## src/iph_pkg.sv

```systemverilog
package iph_pkg;

    // Size of the heap and of the node id space.
    localparam int HEAP_DEPTH = 1024;
    localparam int NODE_COUNT = 1024;

    // Field widths of the stream beats, derived from the sizes above.
    localparam int NODE_W = $clog2(NODE_COUNT);
    localparam int CNT_W  = $clog2(HEAP_DEPTH + 1);
    localparam int FUNC_W = 3;
    localparam int STAT_W = 3;

    // Capacity after reset.
    localparam logic [CNT_W-1:0] CAP_RESET = CNT_W'(HEAP_DEPTH);

    // Operation codes carried in s_tuser.
    typedef enum logic [FUNC_W-1:0] {
        FN_INSERT = 3'd0,
        FN_POP    = 3'd1,
        FN_REMOVE = 3'd2,
        FN_UPDATE = 3'd3,
        FN_CLEAR  = 3'd4
    } func_t;

    // Result status codes carried in m_tuser.
    localparam logic [STAT_W-1:0] ST_DONE    = 3'd0;
    localparam logic [STAT_W-1:0] ST_EMPTY   = 3'd1;
    localparam logic [STAT_W-1:0] ST_FULL    = 3'd2;
    localparam logic [STAT_W-1:0] ST_ABSENT  = 3'd3;
    localparam logic [STAT_W-1:0] ST_PRESENT = 3'd4;

    // Commands from the controller to the datapath.
    typedef enum logic [3:0] {
        CMD_IDLE,
        CMD_CLR,
        CMD_LOAD,
        CMD_LOOKUP,
        CMD_CHECK,
        CMD_LAST,
        CMD_SD_RD,
        CMD_SD_CMP,
        CMD_SU_RD,
        CMD_SU_CMP,
        CMD_FIN,
        CMD_DONE
    } cmd_t;

    // Status from the datapath to the controller.
    typedef struct packed {
        logic clr_last;
        logic chk_last;
        logic chk_down;
        logic chk_up;
        logic sd_end;
        logic sd_one;
        logic sd_swap;
        logic su_top;
        logic su_swap;
        logic out_free;
    } dp_stat_t;

endpackage

```

## src/iph_ctrl.sv

```systemverilog
module iph_ctrl (
    input  logic             aclk,
    input  logic             aresetn,
    input  logic             s_tvalid,
    output logic             s_tready,
    input  iph_pkg::dp_stat_t stat,
    output iph_pkg::cmd_t    cmd
);
    import iph_pkg::*;

    typedef enum logic [10:0] {
        S_CLR    = 11'b000_0000_0001,
        S_IDLE   = 11'b000_0000_0010,
        S_LOOKUP = 11'b000_0000_0100,
        S_CHECK  = 11'b000_0000_1000,
        S_LAST   = 11'b000_0001_0000,
        S_SD_RD  = 11'b000_0010_0000,
        S_SD_CMP = 11'b000_0100_0000,
        S_SU_RD  = 11'b000_1000_0000,
        S_SU_CMP = 11'b001_0000_0000,
        S_FIN    = 11'b010_0000_0000,
        S_DONE   = 11'b100_0000_0000
    } state_t;

    state_t state_reg;
    state_t state_next;

    // State register; reset starts the clearing pass of the position table.
    always_ff @(posedge aclk) begin
        if (!aresetn) begin
            state_reg <= S_CLR;
        end else begin
            state_reg <= state_next;
        end
    end

    // Sequencing of one operation and the command to the datapath.
    always_comb begin
        state_next = state_reg;
        cmd        = CMD_IDLE;
        s_tready   = 1'b0;
        unique case (state_reg)
            S_CLR: begin
                cmd = CMD_CLR;
                if (stat.clr_last) begin
                    state_next = S_IDLE;
                end
            end
            S_IDLE: begin
                s_tready = 1'b1;
                if (s_tvalid) begin
                    cmd        = CMD_LOAD;
                    state_next = S_LOOKUP;
                end
            end
            S_LOOKUP: begin
                cmd        = CMD_LOOKUP;
                state_next = S_CHECK;
            end
            S_CHECK: begin
                cmd = CMD_CHECK;
                priority if (stat.chk_last) begin
                    state_next = S_LAST;
                end else if (stat.chk_down) begin
                    state_next = S_SD_RD;
                end else if (stat.chk_up) begin
                    state_next = S_SU_RD;
                end else begin
                    state_next = S_DONE;
                end
            end
            S_LAST: begin
                cmd        = CMD_LAST;
                state_next = S_SD_RD;
            end
            S_SD_RD: begin
                cmd        = CMD_SD_RD;
                state_next = stat.sd_end ? S_SU_RD : S_SD_CMP;
            end
            S_SD_CMP: begin
                cmd = CMD_SD_CMP;
                if (stat.sd_swap && !stat.sd_one) begin
                    state_next = S_SD_RD;
                end else begin
                    state_next = S_SU_RD;
                end
            end
            S_SU_RD: begin
                cmd        = CMD_SU_RD;
                state_next = stat.su_top ? S_FIN : S_SU_CMP;
            end
            S_SU_CMP: begin
                cmd        = CMD_SU_CMP;
                state_next = stat.su_swap ? S_SU_RD : S_FIN;
            end
            S_FIN: begin
                cmd        = CMD_FIN;
                state_next = S_DONE;
            end
            S_DONE: begin
                if (stat.out_free) begin
                    cmd        = CMD_DONE;
                    state_next = S_IDLE;
                end
            end
            default: begin
                state_next = S_IDLE;
            end
        endcase
    end

endmodule

```

## config.mk

```make
export PLATFORM = sky130hd
export DESIGN_NAME = iph_ctrl
export DESIGN_NICKNAME = d
export VERILOG_FILES = /design/src/iph_pkg.sv /design/src/iph_ctrl.sv
export SDC_FILE = /design/constraint.sdc
export NUM_CORES = 1
export LEC_CHECK = 0
export BUFFER_PORTS_ARGS = -buffer_cell sky130_fd_sc_hd__buf_2
export CAP_MARGIN = 20
export CORE_UTILIZATION = 48
export DETAILED_ROUTE_END_ITERATION = 8
export PLACE_DENSITY = 0.84
export SYNTH_ARGS = -nofsm -noshare
export SYNTH_HDL_FRONTEND = slang
export SYNTH_SLANG_ARGS = --single-unit
```

## constraint.sdc

```tcl
create_clock -name aclk -period 2.4 [get_ports aclk]
set_clock_uncertainty 0.2 [all_clocks]
set_input_delay 0.12 -clock aclk [delete_from_list [all_inputs] [get_ports aclk]]
set_output_delay 0.12 -clock aclk [all_outputs]
set_load 0.01 [all_outputs]
```

==> flow_metrics.env <==
export IMPL_run_status="complete, no violations"
export IMPL_worst_max_slew_pin_slew_ps=476
export IMPL_non_filler_instances=168
export IMPL_initial_utilization_pct=51.8
export IMPL_die_height_um=45.6
export IMPL_fin_crit_sh_pct=95.9
export IMPL_yosys_cell_types_count=44
export IMPL_finish_instance_area_um2=1160
export IMPL_placeableCoreArea_um2=1760
export IMPL_routedWlPerCell_um=15.3
export IMPL_worstHoldStart="stat[1]"
export IMPL_holdPathStages=4
export IMPL_finalNetCount=157
export IMPL_post_route_cells_drive_above_1_share_pct=28.0
export IMPL_cts_tree="built"
export IMPL_vias_per_cell=6.36
export IMPL_finalSetupViolCount=0
export IMPL_die_width_um=45.6
export IMPL_tritoncts_num_sinks=11
export IMPL_hold_ws_ps=22.5
export IMPL_postSynthCellCount=114
export IMPL_whs_endpoint="state_reg[9]"
export IMPL_worst_r2r_cell_count=5
export IMPL_placedCellCount=156
export IMPL_end_kind="flip-flop"
export IMPL_final_standard_cell_utilization_of_the_core_pct=65.9
export IMPL_clk_root_buffer_cell="sky130_fd_sc_hd__clkbuf_4"
export IMPL_ir_worst_vdd_uv=324
export IMPL_detailedPlacementHpwl_um=1910
export IMPL_hold_path_class="in -> reg"
export IMPL_grt_antenna_before_repair=0
export IMPL_critPathArrivalTime_ps=2340
export IMPL_timing_slew_headroom_pct=68.0
export IMPL_vias=1069
export IMPL_ys_warnings_count=0
export IMPL_post_synth_main_area_contributors="sky130_fd_sc_hd__dfxtp_1, sky130_fd_sc_hd__nor2_1, sky130_fd_sc_hd__nor4_1, sky130_fd_sc_hd__mux2i_1, sky130_fd_sc_hd__o2111ai_1"
export IMPL_ys_flop_type="sky130_fd_sc_hd__dfxtp_1"
export IMPL_rsz_0062_raised_after_global_routing="false"
export IMPL_grt_first_pass_wirelength_um=4050
export IMPL_worst_setup_path_type="reg -> reg"
export IMPL_worst_endpoint_required_ps=2430
export IMPL_final_min_clock_period_ps=2300
export IMPL_drtPass1Iterations=4
export IMPL_max_cap_violations=0
export IMPL_number_of_cell_rows=15
export IMPL_final_antenna_diode_count=0
export IMPL_critical_path_start="state_reg[1]"
export IMPL_first_global_vias=938
export IMPL_ys_seq_area_share_pct=24.1
export IMPL_drt_iter0_drc=54
export IMPL_design_die_area_um2=2080
export IMPL_portBuffers=17
export IMPL_io_pin_count=18
export IMPL_grt_start_max_net_pins=14
export IMPL_critical_path_reg2reg_startpoint="state_reg[1]"
export IMPL_asyncSetResetFlopFracSynth_pct=0
export IMPL_remaining_drc_errors=0
export IMPL_power_leakage_nw=0.455
export IMPL_achievable_frequency_mhz=434
export IMPL_grt_usage_pct=27.1
export IMPL_synthesis_area_um2=913
export IMPL_finalHoldViolCount=0
export IMPL_finalWeightedCongestion=1.00
export IMPL_yosysTopAreaCell="sky130_fd_sc_hd__dfxtp_1"
export IMPL_tns_ps=0
export IMPL_flow_area_growth_from_synthesis_pct=27.3
export IMPL_clock_insertion_delay_worst_skew_ps=280
export IMPL_synth_edf_count=0
export IMPL_clock_tree_htree_level_count=1
export IMPL_start_kind="flip-flop"
export IMPL_clock_path_buffers=2
export IMPL_worstReg2RegEnd="state_reg[4]"
export IMPL_syn_mean_instance_area_um2=8.01
export IMPL_r2r_setup_slack_ps=100
export IMPL_drv_slew=0
export IMPL_path_clk_slew_ps=90
export IMPL_synth_seq_cells=11
export IMPL_cp_max_fo=8
export IMPL_synth_largest_type_area_fraction_pct=24.1
export IMPL_postSynthNetCount=127
export IMPL_place_area_um2=1050
export IMPL_p_per_area_nw_per_um2=349
export IMPL_grt_overflow_total=0
export IMPL_wirelength_um=2570
export IMPL_tritoncts_num_buffers=3
export IMPL_ant_nets=0
export IMPL_largest_register_ff_count=11
## cells in the mapped netlist (2+ instances only)
cell type / count
sky130_fd_sc_hd__a2111oi_0: 2
sky130_fd_sc_hd__a21oi_1: 2
sky130_fd_sc_hd__and3_1: 2
sky130_fd_sc_hd__buf_6: 2
sky130_fd_sc_hd__clkbuf_1: 6
sky130_fd_sc_hd__dfxtp_1: 11
sky130_fd_sc_hd__inv_1: 3
sky130_fd_sc_hd__mux2i_1: 3
sky130_fd_sc_hd__nand2_1: 3
sky130_fd_sc_hd__nand2b_1: 3
sky130_fd_sc_hd__nand3_1: 4
sky130_fd_sc_hd__nand3b_1: 2
sky130_fd_sc_hd__nand4_1: 4
sky130_fd_sc_hd__nor2_1: 11
sky130_fd_sc_hd__nor2b_1: 4
sky130_fd_sc_hd__nor3_1: 5
sky130_fd_sc_hd__nor3b_1: 2
sky130_fd_sc_hd__nor4_1: 5
sky130_fd_sc_hd__o2111ai_1: 3
sky130_fd_sc_hd__o21a_1: 2
sky130_fd_sc_hd__o21ai_0: 5
sky130_fd_sc_hd__o311ai_0: 3
sky130_fd_sc_hd__or2_2: 2
sky130_fd_sc_hd__or3_1: 3
sky130_fd_sc_hd__xnor2_1: 2
sky130_fd_sc_hd__xor2_1: 2
## power breakdown
group	switching [mW]	total, mW	internal (mW)	leakage, nW
sequential	0.00652	0.193	0.187	0.0898
clock	0.0763	0.138	0.0619	0.0177
combinational	0.0366	0.0745	0.0378	0.348
## logic make-up after synthesis
kind of cell             after synthesis  share of synthesized area [%]
buffers and inverters                 12                           6.71
multiplexers                           3                           3.29
XOR/XNOR                               4                           3.84
AND/OR/NAND/NOR                       59                           40.4
flip-flops                            11                           24.1
AO/OA/AOI/OAI                         24                           20.5
adder cells (fa/ha/maj)                1                           1.10
## metal layers
layer	routed length (um)	up-vias	part of all wire, %	track usage (%)
li1	-	504	-	-
met1	1020	490	40	30.2
met2	1270	65	49	48.0
met3	232	10	9.0	7.54
met4	46	0	1.8	10.3
met5	0	-	0	0
## cell type report
class | count | area, um^2
multi-input cells | 91 | 637
fillers | 165 | 602
repair buffers | 34 | 233
flip-flops and latches | 11 | 223
well taps | 25 | 31.3
clock buffers | 3 | 22.5
inverters | 3 | 11.3
clock inverters | 1 | 5.00
## critical path, stage by stage (launching register included)
cell	delay, ps
sky130_fd_sc_hd__dfxtp_1	370
sky130_fd_sc_hd__or4b_2	690
sky130_fd_sc_hd__nor4_4	160
sky130_fd_sc_hd__buf_4	160
sky130_fd_sc_hd__and3_1	140
sky130_fd_sc_hd__dlygate4sd3_1	530
## metrics by stage
step / setup slack (ps) / total power, mW
final: 97.2 / 0.406
after global routing: 10.7 / 0.422
after detailed placement: 175 / 0.261
after global placement: 230 / 0.259
after floorplan: 124 / 0.232
after CTS: 17.2 / 0.404
## repair_timing
| item | in CTS | in global routing |
|---|---|---|
| buffers inserted | 0 | 0 |
| endpoints found under the hold margin | 8 | 0 |
| hold buffers | 8 | 0 |
| resized for setup | 0 | 3 |
| endpoints found under the setup margin | 0 | 4 |
## placed cells by master, fill, tap and decap left out, types with 2 or more instances in the layout
cell type and count:
sky130_fd_sc_hd__o2111ai_1 3, sky130_fd_sc_hd__inv_1 3, sky130_fd_sc_hd__dlygate4sd3_1 8, sky130_fd_sc_hd__nor3b_1 2, sky130_fd_sc_hd__dfxtp_1 9, sky130_fd_sc_hd__nand4_1 4, sky130_fd_sc_hd__or2_2 2, sky130_fd_sc_hd__xnor2_1 2
sky130_fd_sc_hd__nand3b_1 2, sky130_fd_sc_hd__nor2b_1 4, sky130_fd_sc_hd__or3_1 3, sky130_fd_sc_hd__o21a_1 2, sky130_fd_sc_hd__a21oi_1 2, sky130_fd_sc_hd__nor3_1 4, sky130_fd_sc_hd__nor2_1 11, sky130_fd_sc_hd__buf_2 17
sky130_fd_sc_hd__nand2b_1 3, sky130_fd_sc_hd__a2111oi_0 2, sky130_fd_sc_hd__buf_4 9, sky130_fd_sc_hd__xor2_1 2, sky130_fd_sc_hd__clkbuf_4 3, sky130_fd_sc_hd__nor4_1 5, sky130_fd_sc_hd__and3_1 2, sky130_fd_sc_hd__o21ai_0 5
sky130_fd_sc_hd__nand3_1 4, sky130_fd_sc_hd__mux2i_1 3, sky130_fd_sc_hd__nand2_1 3, sky130_fd_sc_hd__dfxtp_2 2, sky130_fd_sc_hd__o311ai_0 3
## worst max path at each step
| stage | to | cells past startpoint |
|---|---|---|
| floorplan | state_reg[10] | 6 |
| CTS | cmd[1] | 5 |
| global route | state_reg[4] | 5 |
| finish | state_reg[4] | 5 |
| detailed placement | state_reg[10] | 4 |
| global placement | state_reg[10] | 4 |
No activity file was read; power rests on OpenSTA's default activity.
